===== src/design/iad_pkg.sv =====
// Shared types and constants for the input activity detector.
`timescale 1ns / 1ps

package iad_pkg;

  localparam int TIME_BITS     = 48;
  localparam int POS_BITS      = 16;
  localparam int WHEEL_BITS    = 16;
  localparam int MS_BITS       = 20;
  localparam int SENS_BITS     = 16;
  localparam int MS_TO_US      = 1000;
  localparam int US_BITS       = MS_BITS + 10;
  localparam int CFG_IDX_BITS  = 2;
  localparam int CFG_DATA_BITS = 20;
  localparam int MAG_BITS      = POS_BITS + 1;
  localparam int CMP_BITS      = (MAG_BITS > SENS_BITS) ? MAG_BITS : SENS_BITS;

  // Event codes on in_mode.
  typedef enum logic [2:0] {
    MODE_IDLE_CHECK = 3'd0,
    MODE_MOVE       = 3'd1,
    MODE_BUTTON     = 3'd2,
    MODE_KEY        = 3'd3,
    MODE_SUSPEND    = 3'd4,
    MODE_RESUME     = 3'd5,
    MODE_FORCE_IDLE = 3'd6
  } mode_t;

  // Encoded state as reported on out_detect_state.
  typedef enum logic [2:0] {
    MON_IDLE      = 3'd0,
    MON_NOISE     = 3'd1,
    MON_ACTIVE    = 3'd2,
    MON_SUSPENDED = 3'd3,
    MON_FORCED    = 3'd4
  } mon_state_t;

  // Internal one-hot state.
  typedef enum logic [4:0] {
    ST_IDLE      = 5'b00001,
    ST_NOISE     = 5'b00010,
    ST_ACTIVE    = 5'b00100,
    ST_SUSPENDED = 5'b01000,
    ST_FORCED    = 5'b10000
  } state_t;

  // Configuration register indexes.
  typedef enum logic [CFG_IDX_BITS-1:0] {
    REG_NOISE_GAP    = 2'd0,
    REG_ACTIVITY     = 2'd1,
    REG_IDLE_TIMEOUT = 2'd2,
    REG_SENSITIVITY  = 2'd3
  } reg_idx_t;

  function automatic mon_state_t encode_state(state_t st);
    mon_state_t code;
    code = MON_IDLE;
    unique case (st)
      ST_IDLE:      code = MON_IDLE;
      ST_NOISE:     code = MON_NOISE;
      ST_ACTIVE:    code = MON_ACTIVE;
      ST_SUSPENDED: code = MON_SUSPENDED;
      ST_FORCED:    code = MON_FORCED;
      default:      code = MON_IDLE;
    endcase
    return code;
  endfunction

  function automatic logic [US_BITS-1:0] ms_to_us(logic [MS_BITS-1:0] ms);
    return US_BITS'(ms) * US_BITS'(MS_TO_US);
  endfunction

endpackage


===== src/design/input_activity_detector.sv =====
// Input activity detector: classifies timestamped user-input events.
`timescale 1ns / 1ps

//  port group | direction | handshake            | contents
//  -----------+-----------+----------------------+------------------------------------------
//  in_*       | input     | in_valid / in_ready   | mode, now_us, pos_x, pos_y, wheel_step,
//             |           |                      | pressed
//  out_*      | output    | out_valid / out_ready | detect_state, active, action_seen
//  cfg_*      | input     | cfg_we (no wait)      | cfg_index selects register, cfg_wdata
//
//  One event per cycle sustained while out_ready stays high. Each event passes from
//  transfer in to result through the input register, then through the classify logic
//  into the result register. Event N+1 sees the state left by event N because the state
//  registers update at the same edge that loads the result register.
//  Reset (rst_n low, synchronous) empties both stages, restores the register
//  defaults and puts the detector into idle. A stalled result holds the result
//  register; the input register still takes one more event behind it.
//  Thresholds are scaled from ms to us in registers behind the configuration registers.

module input_activity_detector
  import iad_pkg::*;
(
  input  logic                          clk,
  input  logic                          rst_n,
  // event channel
  input  logic                          in_valid,
  output logic                          in_ready,
  input  logic [2:0]                    in_mode,
  input  logic [TIME_BITS-1:0]          in_now_us,
  input  logic signed [POS_BITS-1:0]    in_pos_x,
  input  logic signed [POS_BITS-1:0]    in_pos_y,
  input  logic signed [WHEEL_BITS-1:0]  in_wheel_step,
  input  logic                          in_pressed,
  // result channel
  output logic                          out_valid,
  input  logic                          out_ready,
  output logic [2:0]                    out_detect_state,
  output logic                          out_active,
  output logic                          out_action_seen,
  // configuration
  input  logic                          cfg_we,
  input  logic [CFG_IDX_BITS-1:0]       cfg_index,
  input  logic [CFG_DATA_BITS-1:0]      cfg_wdata
);

  // Configuration registers (ms units) and their us-scaled copies.
  logic [MS_BITS-1:0]   noise_gap_ms_r;
  logic [MS_BITS-1:0]   activity_ms_r;
  logic [MS_BITS-1:0]   idle_ms_r;
  logic [SENS_BITS-1:0] sens_r;
  logic [US_BITS-1:0]   noise_gap_us_r;
  logic [US_BITS-1:0]   activity_us_r;
  logic [US_BITS-1:0]   idle_us_r;

  // Input register.
  logic                          s1_valid_r;
  logic [2:0]                    s1_mode_r;
  logic [TIME_BITS-1:0]          s1_now_r;
  logic [POS_BITS-1:0]           s1_pos_x_r;
  logic [POS_BITS-1:0]           s1_pos_y_r;
  logic [WHEEL_BITS-1:0]         s1_wheel_r;
  logic                          s1_pressed_r;

  // Detector state.
  state_t                state_r, state_nxt;
  logic [TIME_BITS-1:0]  first_us_r, first_us_nxt;
  logic [TIME_BITS-1:0]  last_us_r, last_us_nxt;
  logic [POS_BITS-1:0]   prev_x_r, prev_x_nxt;
  logic [POS_BITS-1:0]   prev_y_r, prev_y_nxt;
  logic                  held_r, held_nxt;

  // Result register.
  logic                  out_valid_r;
  mon_state_t            out_state_r;
  logic                  out_active_r;
  logic                  out_seen_r;

  logic                  advance;
  logic                  fire;
  logic                  in_xfer;
  logic                  seen;
  state_t                st_mid;
  logic [TIME_BITS-1:0]  el_last;
  logic [TIME_BITS-1:0]  el_first;
  logic [MAG_BITS-1:0]   dx, dy, dx_mag, dy_mag;
  logic                  moved;

  // ---------------------------------------------------------------------
  // Handshake: the result register frees up when empty or taken this cycle;
  // the input register drains into it whenever it frees up.
  // ---------------------------------------------------------------------
  assign advance  = !out_valid_r || out_ready;
  assign fire     = s1_valid_r && advance;
  assign in_ready = !s1_valid_r || advance;
  assign in_xfer  = in_valid && in_ready;

  // ---------------------------------------------------------------------
  // Configuration
  // ---------------------------------------------------------------------
  always_ff @(posedge clk) begin
    if (!rst_n) begin
      noise_gap_ms_r <= MS_BITS'(9000);
      activity_ms_r  <= MS_BITS'(1000);
      idle_ms_r      <= MS_BITS'(5000);
      sens_r         <= SENS_BITS'(3);
    end else if (cfg_we) begin
      unique case (cfg_index)
        REG_NOISE_GAP:    noise_gap_ms_r <= cfg_wdata[MS_BITS-1:0];
        REG_ACTIVITY:     activity_ms_r  <= cfg_wdata[MS_BITS-1:0];
        REG_IDLE_TIMEOUT: idle_ms_r      <= cfg_wdata[MS_BITS-1:0];
        REG_SENSITIVITY:  sens_r         <= cfg_wdata[SENS_BITS-1:0];
        default:          ;
      endcase
    end
  end

  // Rescale every cycle; an event transferred right after a write reaches
  // the classify logic no earlier than the scaled values.
  always_ff @(posedge clk) begin
    noise_gap_us_r <= ms_to_us(noise_gap_ms_r);
    activity_us_r  <= ms_to_us(activity_ms_r);
    idle_us_r      <= ms_to_us(idle_ms_r);
  end

  // ---------------------------------------------------------------------
  // Input register
  // ---------------------------------------------------------------------
  always_ff @(posedge clk) begin
    if (!rst_n) begin
      s1_valid_r <= 1'b0;
    end else if (in_xfer) begin
      s1_valid_r <= 1'b1;
    end else if (fire) begin
      s1_valid_r <= 1'b0;
    end
  end

  always_ff @(posedge clk) begin
    if (in_xfer) begin
      s1_mode_r    <= in_mode;
      s1_now_r     <= in_now_us;
      s1_pos_x_r   <= in_pos_x;
      s1_pos_y_r   <= in_pos_y;
      s1_wheel_r   <= in_wheel_step;
      s1_pressed_r <= in_pressed;
    end
  end

  // ---------------------------------------------------------------------
  // Classify logic
  // ---------------------------------------------------------------------
  // Time differences wrap modulo 2^TIME_BITS.
  assign el_last  = s1_now_r - last_us_r;
  assign el_first = s1_now_r - first_us_r;

  // Pointer step magnitudes, one bit wider than a position.
  assign dx     = {s1_pos_x_r[POS_BITS-1], s1_pos_x_r} - {prev_x_r[POS_BITS-1], prev_x_r};
  assign dy     = {s1_pos_y_r[POS_BITS-1], s1_pos_y_r} - {prev_y_r[POS_BITS-1], prev_y_r};
  assign dx_mag = dx[MAG_BITS-1] ? (~dx + MAG_BITS'(1)) : dx;
  assign dy_mag = dy[MAG_BITS-1] ? (~dy + MAG_BITS'(1)) : dy;
  assign moved  = (CMP_BITS'(dx_mag) >= CMP_BITS'(sens_r)) ||
                  (CMP_BITS'(dy_mag) >= CMP_BITS'(sens_r)) ||
                  (s1_wheel_r != '0) || held_r;

  always_comb begin
    st_mid       = state_r;
    seen         = 1'b0;
    prev_x_nxt   = prev_x_r;
    prev_y_nxt   = prev_y_r;
    held_nxt     = held_r;
    last_us_nxt  = last_us_r;
    first_us_nxt = first_us_r;

    // Event-specific effects.
    unique case (s1_mode_r)
      MODE_IDLE_CHECK: begin
        if (state_r == ST_ACTIVE && el_last > TIME_BITS'(idle_us_r)) begin
          st_mid = ST_IDLE;
        end
      end
      MODE_MOVE: begin
        prev_x_nxt = s1_pos_x_r;
        prev_y_nxt = s1_pos_y_r;
        seen       = moved;
      end
      MODE_BUTTON: begin
        held_nxt = s1_pressed_r;
        seen     = s1_pressed_r;
      end
      MODE_KEY: begin
        seen = 1'b1;
      end
      MODE_SUSPEND: begin
        st_mid = ST_SUSPENDED;
      end
      MODE_RESUME: begin
        st_mid = ST_IDLE;
      end
      MODE_FORCE_IDLE: begin
        // Ignored while suspended.
        if (state_r != ST_SUSPENDED) begin
          st_mid      = ST_FORCED;
          last_us_nxt = '0;
        end
      end
      default: ;
    endcase

    state_nxt = st_mid;

    // Counted activity advances the idle/noise/active progression.
    if (seen) begin
      unique case (st_mid) inside
        ST_IDLE, ST_FORCED: begin
          first_us_nxt = s1_now_r;
          state_nxt    = (activity_us_r == '0) ? ST_ACTIVE : ST_NOISE;
        end
        ST_NOISE: begin
          if (el_last > TIME_BITS'(noise_gap_us_r)) begin
            // Quiet gap too long: restart the window.
            first_us_nxt = s1_now_r;
          end else if (el_first >= TIME_BITS'(activity_us_r)) begin
            state_nxt = ST_ACTIVE;
          end
        end
        default: ;
      endcase
      last_us_nxt = s1_now_r;
    end
  end

  // ---------------------------------------------------------------------
  // State registers: advance together with the result register.
  // A configuration write drops the state to idle.
  // ---------------------------------------------------------------------
  always_ff @(posedge clk) begin
    if (!rst_n) begin
      state_r    <= ST_IDLE;
      first_us_r <= '0;
      last_us_r  <= '0;
      prev_x_r   <= '0;
      prev_y_r   <= '0;
      held_r     <= 1'b0;
    end else begin
      if (cfg_we) begin
        state_r <= ST_IDLE;
      end else if (fire) begin
        state_r <= state_nxt;
      end
      if (fire) begin
        first_us_r <= first_us_nxt;
        last_us_r  <= last_us_nxt;
        prev_x_r   <= prev_x_nxt;
        prev_y_r   <= prev_y_nxt;
        held_r     <= held_nxt;
      end
    end
  end

  // ---------------------------------------------------------------------
  // Result register
  // ---------------------------------------------------------------------
  always_ff @(posedge clk) begin
    if (!rst_n) begin
      out_valid_r <= 1'b0;
    end else if (fire) begin
      out_valid_r <= 1'b1;
    end else if (out_ready) begin
      out_valid_r <= 1'b0;
    end
  end

  always_ff @(posedge clk) begin
    if (fire) begin
      out_state_r  <= encode_state(state_nxt);
      out_active_r <= (state_nxt == ST_ACTIVE);
      out_seen_r   <= seen;
    end
  end

  assign out_valid         = out_valid_r;
  assign out_detect_state  = out_state_r;
  assign out_active        = out_active_r;
  assign out_action_seen   = out_seen_r;

  // ---------------------------------------------------------------------
  // Assertions
  // ---------------------------------------------------------------------
  a_ready_when_empty: assert property (@(posedge clk) disable iff (!rst_n)
    !out_valid_r |-> in_ready)
    else $error("event input stalled while result register is empty");

  a_active_flag: assert property (@(posedge clk) disable iff (!rst_n)
    out_valid_r |-> (out_active == (out_detect_state == MON_ACTIVE)))
    else $error("active flag disagrees with detect_state");

  a_cfg_idle: assert property (@(posedge clk) disable iff (!rst_n)
    cfg_we |=> (state_r == ST_IDLE))
    else $error("configuration write did not return state to idle");

  a_suspend: assert property (@(posedge clk) disable iff (!rst_n)
    (fire && s1_mode_r == MODE_SUSPEND && !cfg_we) |=> (state_r == ST_SUSPENDED))
    else $error("suspend event did not suspend");

endmodule


===== config.mk =====
export PLATFORM = sky130hd
export DESIGN_NAME = input_activity_detector
export DESIGN_NICKNAME = d
export VERILOG_FILES = /design/src/design/iad_pkg.sv /design/src/design/input_activity_detector.sv
export SDC_FILE = /design/constraint.sdc
export NUM_CORES = 2
export LEC_CHECK = 0
export BUFFER_PORTS_ARGS = -buffer_cell sky130_fd_sc_hd__buf_2
export CORE_ASPECT_RATIO = 0.8
export CORE_UTILIZATION = 50
export DETAILED_ROUTE_END_ITERATION = 8
export HOLD_SLACK_MARGIN = 0.08
export PLACE_DENSITY = 0.67
export SYNTH_ARGS = -nofsm -noshare
export SYNTH_HDL_FRONTEND = slang
export SYNTH_SLANG_ARGS = --single-unit

===== constraint.sdc =====
create_clock -name clk -period 9.1 [get_ports clk]
set_clock_uncertainty 0.15 [all_clocks]
set_input_delay 1.82 -clock clk [delete_from_list [all_inputs] [get_ports clk]]
set_output_delay 1.82 -clock clk [all_outputs]
set_load 0.03 [all_outputs]

# ---- After elaboration in Yosys (flattened, before gate mapping)
# Index checks and enable logic that the tools add are counted.
dict set report classes {
  add_sub_neg 6
  n_bitwise 3
  n_mul 3
  magnitude_cmp 5
  n_reduce_logical 29
  muxes 21
  n_eq_ne 19
}
# operator count
set ops {}
lappend ops {{48-bit two-way mux} 4}
lappend ops {{48-bit by 30-bit > comparator with 1-bit output} 2}
lappend ops {{48-bit one-hot mux with 2 select lines} 1}
lappend ops {{48-bit subtractor} 2}
lappend ops {{20-bit by 7-bit multiplier with 27-bit output, second input constant} 3}
lappend ops {{48-bit by 30-bit greater-or-equal comparator with 1-bit output} 1}
lappend ops {{17-bit by 1-bit adder with 17-bit output, second input constant} 2}
lappend ops {{17-bit by 16-bit greater-or-equal comparator with 1-bit output} 2}
lappend ops {{17-bit two-way mux} 2}
lappend ops {{17-bit inverter} 2}
lappend ops {{16-bit by 16-bit subtractor with 17-bit output} 2}
lappend ops {{30-bit zero test} 1}
lappend ops {{5-bit two-way mux} 5}
lappend ops {{5-bit one-hot mux with 4 select lines} 1}
lappend ops {{16-bit nonzero test} 1}
lappend ops {{3-bit one-hot mux with 4 select lines} 1}
lappend ops {{2-bit AND reduction} 6}
lappend ops {{5-bit by 2-bit equality test with 1-bit output, second input constant} 2}
lappend ops {{5-bit by 3-bit equality test with 1-bit output, second input constant} 2}
lappend ops {{5-bit equality test, second input constant} 2}
lappend ops {{5-bit one-hot mux with 2 select lines} 1}
lappend ops {{2-bit nonzero test} 5}
lappend ops {{3-bit equality test, second input constant} 3}
lappend ops {{3-bit by 2-bit equality test with 1-bit output, second input constant} 2}
lappend ops {{19 further kinds} 31}
dict set report totals {
  regBits 398
}

# ---- Longest topological paths before layout
dict set report depth {
  depth_word 12
  ltp_mapped 35
  ltp_nobuf 33
}

# ---- Worst setup path before layout
# OpenSTA, ideal clock, no wires.
dict set report synth_timing {
  kind {reg-to-reg}
  from {register s1_now_r[2]}
  to {register out_state_r[1] (netlist: out_detect_state[1]) (data pin)}
  stages_incl_launch_ff 30
  period_less_slack_ns 6.580
  arrival_ns 6.171
  setup_slack_ns 2.520
  cell_sequence {edfxtp_1 > ha_1 > nor2b_1 > o31ai_1 > a211o_1 > nand2_1 > or2_2 > and2_1 > o21ai_0 > nand2b_1 > a21oi_1 > o21bai_1 > a21oi_1 > o21bai_1 > xor2_1 > ha_1 > a21o_1 > a21o_1 > a211oi_1 > a211o_1 > a31oi_1 > a2111o_1 > or4_1 > or4b_1 > or4_1 > a211oi_2 > o221a_1 > a211o_4 > nor4_1 > a211o_1}
}
dict set report synth_via {
  elab_chain_len 11
}
# item line
set synth_rtl {}
lappend synth_rtl {{from (decl)} input_activity_detector.sv:58} ;# logic [TIME_BITS-1:0] s1_now_r;
lappend synth_rtl {{from (signal assigned)} input_activity_detector.sv:141} ;# s1_now_r <= in_now_us;
lappend synth_rtl {{48-bit subtractor} input_activity_detector.sv:153} ;# assign el_last = s1_now_r - last_us_r;
lappend synth_rtl {{48-bit by 30-bit > comparator with 1-bit output} input_activity_detector.sv:177} ;# if (state_r == ST_ACTIVE && el_last > TIME_BITS'(idle_us_r)) begin
lappend synth_rtl {{1-bit logical AND} input_activity_detector.sv:177}
lappend synth_rtl {{5-bit two-way mux} input_activity_detector.sv:177}
lappend synth_rtl {{5-bit one-hot mux with 4 select lines} input_activity_detector.sv:175} ;# unique case (s1_mode_r)
lappend synth_rtl {{5-bit by 1-bit equality test with 1-bit output (no line), or another cell as far along} -}
lappend synth_rtl {{2-bit OR reduction / 5-bit two-way mux (equally long branches)} {input_activity_detector.sv:213, input_activity_detector.sv:219}}
lappend synth_rtl {{5-bit one-hot mux with 2 select lines} input_activity_detector.sv:213} ;# unique case (st_mid) inside
lappend synth_rtl {{5-bit two-way mux (*)} input_activity_detector.sv:212} ;# if (seen) begin
lappend synth_rtl {{5-bit equality test, or another cell as far along} iad_pkg.sv:58} ;# unique case (st)
lappend synth_rtl {{3-bit one-hot mux with 4 select lines (*)} iad_pkg.sv:58}
lappend synth_rtl {{to (signal assigned)} input_activity_detector.sv:275} ;# out_state_r <= encode_state(state_nxt);
lappend synth_rtl {{to (decl)} input_activity_detector.sv:74} ;# mon_state_t out_state_r;
# Mark *: on every way between the ends. The rest lies on a longest branch, timed or not.
# A chain may end at the register's enable or synchronous reset.

# ---- Worst setup path in the final report
# Same ends and word-level chain as after synthesis.

==> impl_metrics.ini <==
[logic_synthesis]
yosys.area_share.simple_pct = 14.5
synthDistinctLibCells = 95
synth_seq_area_share_pct = 27.6
avgSynthCellArea_sq_um = 9.38
post_synth_fa_ha_maj_area_fraction_pct = 29.4
synthArstFlopShare_pct = 0
ys_seq_elements = 398
synthMuxAreaShare_pct = 1.82
synth-compound-area-share_pct = 16.4
synth_xor_area_share_pct = 4.86
synth_edf_count = 105
ys.flop_type = dfxtp_1
yosysWarnings = 0
syn_nets = 4244
synth_top_family_by_area = adder cells
syn_inst = 3479
netlist_area_sq_um = 32600

[clocking]
cts_sinks = 398
insertion_delay_ps = 600
path_clk_slew_ps = 60
clock_path_buffers = 3
cts_resized = 0
cts_buffers = 44
hold_buffers = 0
cts_setup_buffers = 0
h-tree-depth = 2
cts_tree = yes
clockRootBuffer = clkbuf_16

[sta]
period_share_pct = 83.1
rsz0062_at_grt = false
slew_headroom_pct = 26.4
setup_violations = 0
hold_violations = 0
min_period_ps = 7560
setup-tns-final_ps = 0
slew_violations = 0
fin_ws_ps = 1540
tightest_slew_ps = 1100
fmax_ghz = 0.132

[die]
core.rowCount = 83
ios = 134
fp.dieH_um = 231
die_w_um = 288
core_area_sq_um = 64400
die-area_sq_um = 66300
initial_core_util_pct = 50.7

[finish]
antenna_cells = 0
final_nets = 4344
areaGrowthSynthToFinish_pct = 9.04
final_common_cell = ha_1
multiInputGateArea_sq_um = 21900
mostFrequentLayoutCells = ha_1 (424), inv_1 (373), nand2_1 (335)
final_layout_size_suffix_gt1_share_pct = 7.50
fill_cells = 5847
seqCellArea_sq_um = 9020

[power]
p_leak_nw = 15.1
p_per_area_nw_per_um2 = 189
peakVddDrop_uv = 184

[min_path]
worstHoldPathType = reg -> reg

[worst_setup_path]
critPathCaptureType = flop
worst_setup_path_start_kind = flop
cp_max_fo = 7
max_stage_delay_ps = 500
cp.arrival_ps = 7740
cp.required_ps = 9270
criticalPathCategory = reg -> reg
slowest_stage = or4b_1
cpMostUsedCell = a211o_1

[route]
first_pass_iters = 8
dr.first_iter.drc_count = 1568
drc = 8
totalWireLength_mm = 79.0
wl_per_cell_um = 17.7
ant_nets = 0
viasPerCell = 5.52
via_count = 24600

[place]
io_buffers = 133
hpwl_mm = 61.8
place.gp.congestion = 0.919
pre_cts_ws_ps = 1640

[outcome]
status = finished, violations left
violations = design-rule violations

[grt]
antenna_found_initial = 1
grt_overflow = 0
grt_max_degree = 85
grt_pass1_vias = 23600
gr-usage-all-layers_pct = 24.0
grt_first_pass_wirelength_mm = 127

[run]
drv_cap = 0
==> per-layer routing <==
layer	GRT usage [%]	vias up	wire length (um)
li1	-	12400	-
met1	36.5	11700	40700
met2	35.7	527	32800
met3	3.49	79	4050
met4	5.14	0	1500
met5	0	-	0
==> layout make-up <==
class	instances	share of cell area, %
clock buffer	55	3.32
clock inverter	27	0.759
inverter	374	3.94
multi-input combinational	2617	61.5
sequential	398	25.3
tap	850	2.99
timing repair buffer	144	2.11
==> report_power, final <==
part           switching (W)  internal (W)
sequential          0.000134       0.00203
combinational        0.00153       0.00123
clock               0.000793       0.00102
==> final timing paths <==
| path | endpoint | slack [ps] | cells after the start | start |
|---|---|---|---|---|
| hold / removal | prev_y_r[7] | 310 | 2 | prev_y_r[7] |
| hold reg to reg | prev_y_r[7] | 310 | 2 | prev_y_r[7] |
| setup reg to reg | out_detect_state[1] | 1540 | 29 | s1_now_r[2] |
| setup / recovery | out_detect_state[1] | 1540 | 29 | s1_now_r[2] |
==> cells by family (layout without fill, tap and decap cells) <==
kind of cell / Yosys count / in the layout
AND/OR/NAND/NOR: 954 / 954
XOR/XNOR: 181 / 181
buffers and inverters: 464 / 600
AO/OA/AOI/OAI: 784 / 784
flip-flops: 398 / 398
adder cells (fa/ha/maj): 639 / 639
multiplexers: 59 / 59
==> registers in the layout, summed over array words and instances, names as in the netlist, 3 cells and up <==
register	flops
first_us_r	48
activity_us_r	27
last_us_r	48
idle_ms_r	20
activity_ms_r	20
noise_gap_ms_r	20
s1_now_r	48
prev_y_r	16
out_detect_state	3
noise_gap_us_r	27
idle_us_r	27
s1_pos_x_r	16
s1_pos_y_r	16
sens_r	16
s1_mode_r	3
state_r	5
s1_wheel_r	16
prev_x_r	16
==> Yosys cell counts (all sizes together) (15+ instances only) <==
cell / number / share of area [%]
nor4: 25 / 0.48
clkbuf: 80 / 0.92
xor2: 59 / 1.6
and3: 31 / 0.61
or2: 15 / 0.29
xnor2: 122 / 3.3
a31oi: 26 / 0.50
and2: 15 / 0.29
a211oi: 23 / 0.54
a22oi: 52 / 1.2
ha: 424 / 16
mux2i: 56 / 1.7
o21a: 43 / 0.99
a21boi: 100 / 2.3
fa: 214 / 13
edfxtp: 105 / 9.7
nand3: 60 / 0.92
nand2b: 32 / 0.61
inv: 373 / 4.3
or3: 16 / 0.31
nor2b: 130 / 2.5
o211ai: 25 / 0.63
nand2: 335 / 3.9
nand4: 44 / 0.84
o21ai: 97 / 1.5
nor2: 147 / 1.7
a21o: 90 / 2.1
nor3: 59 / 0.94
o21bai: 36 / 0.83
dfxtp: 293 / 18
a21oi: 184 / 2.9
==> worst max-delay path: cells and delay by family, from the launching register on <==
family	cells	cell delay, ps
flip-flops	1	470
XOR/XNOR	1	150
AND/OR/NAND/NOR	9	2320
adder cells (fa/ha/maj)	2	580
AO/OA/AOI/OAI	17	3650
==> metrics by stage <==
| step | hold slack (ps) | cell area (sq um) | cells | power, W | util (%) |
|---|---|---|---|---|---|
| 2_1_floorplan | 272 | 32600 | 3479 | 0.00428 | - |
| 3_3_place_gp | 303 | 34100 | 4383 | 0.00490 | 53.0 |
| 3_5_place_dp | 308 | 34100 | 4383 | 0.00493 | 53.0 |
| 4_1_cts | 317 | 35600 | 4465 | 0.00679 | 55.3 |
| 5_1_grt | 332 | 35600 | 4465 | 0.00726 | 55.3 |
| 6_report | 311 | 35600 | 4465 | 0.00674 | 55.3 |
(Power assumes the default switching activity.)
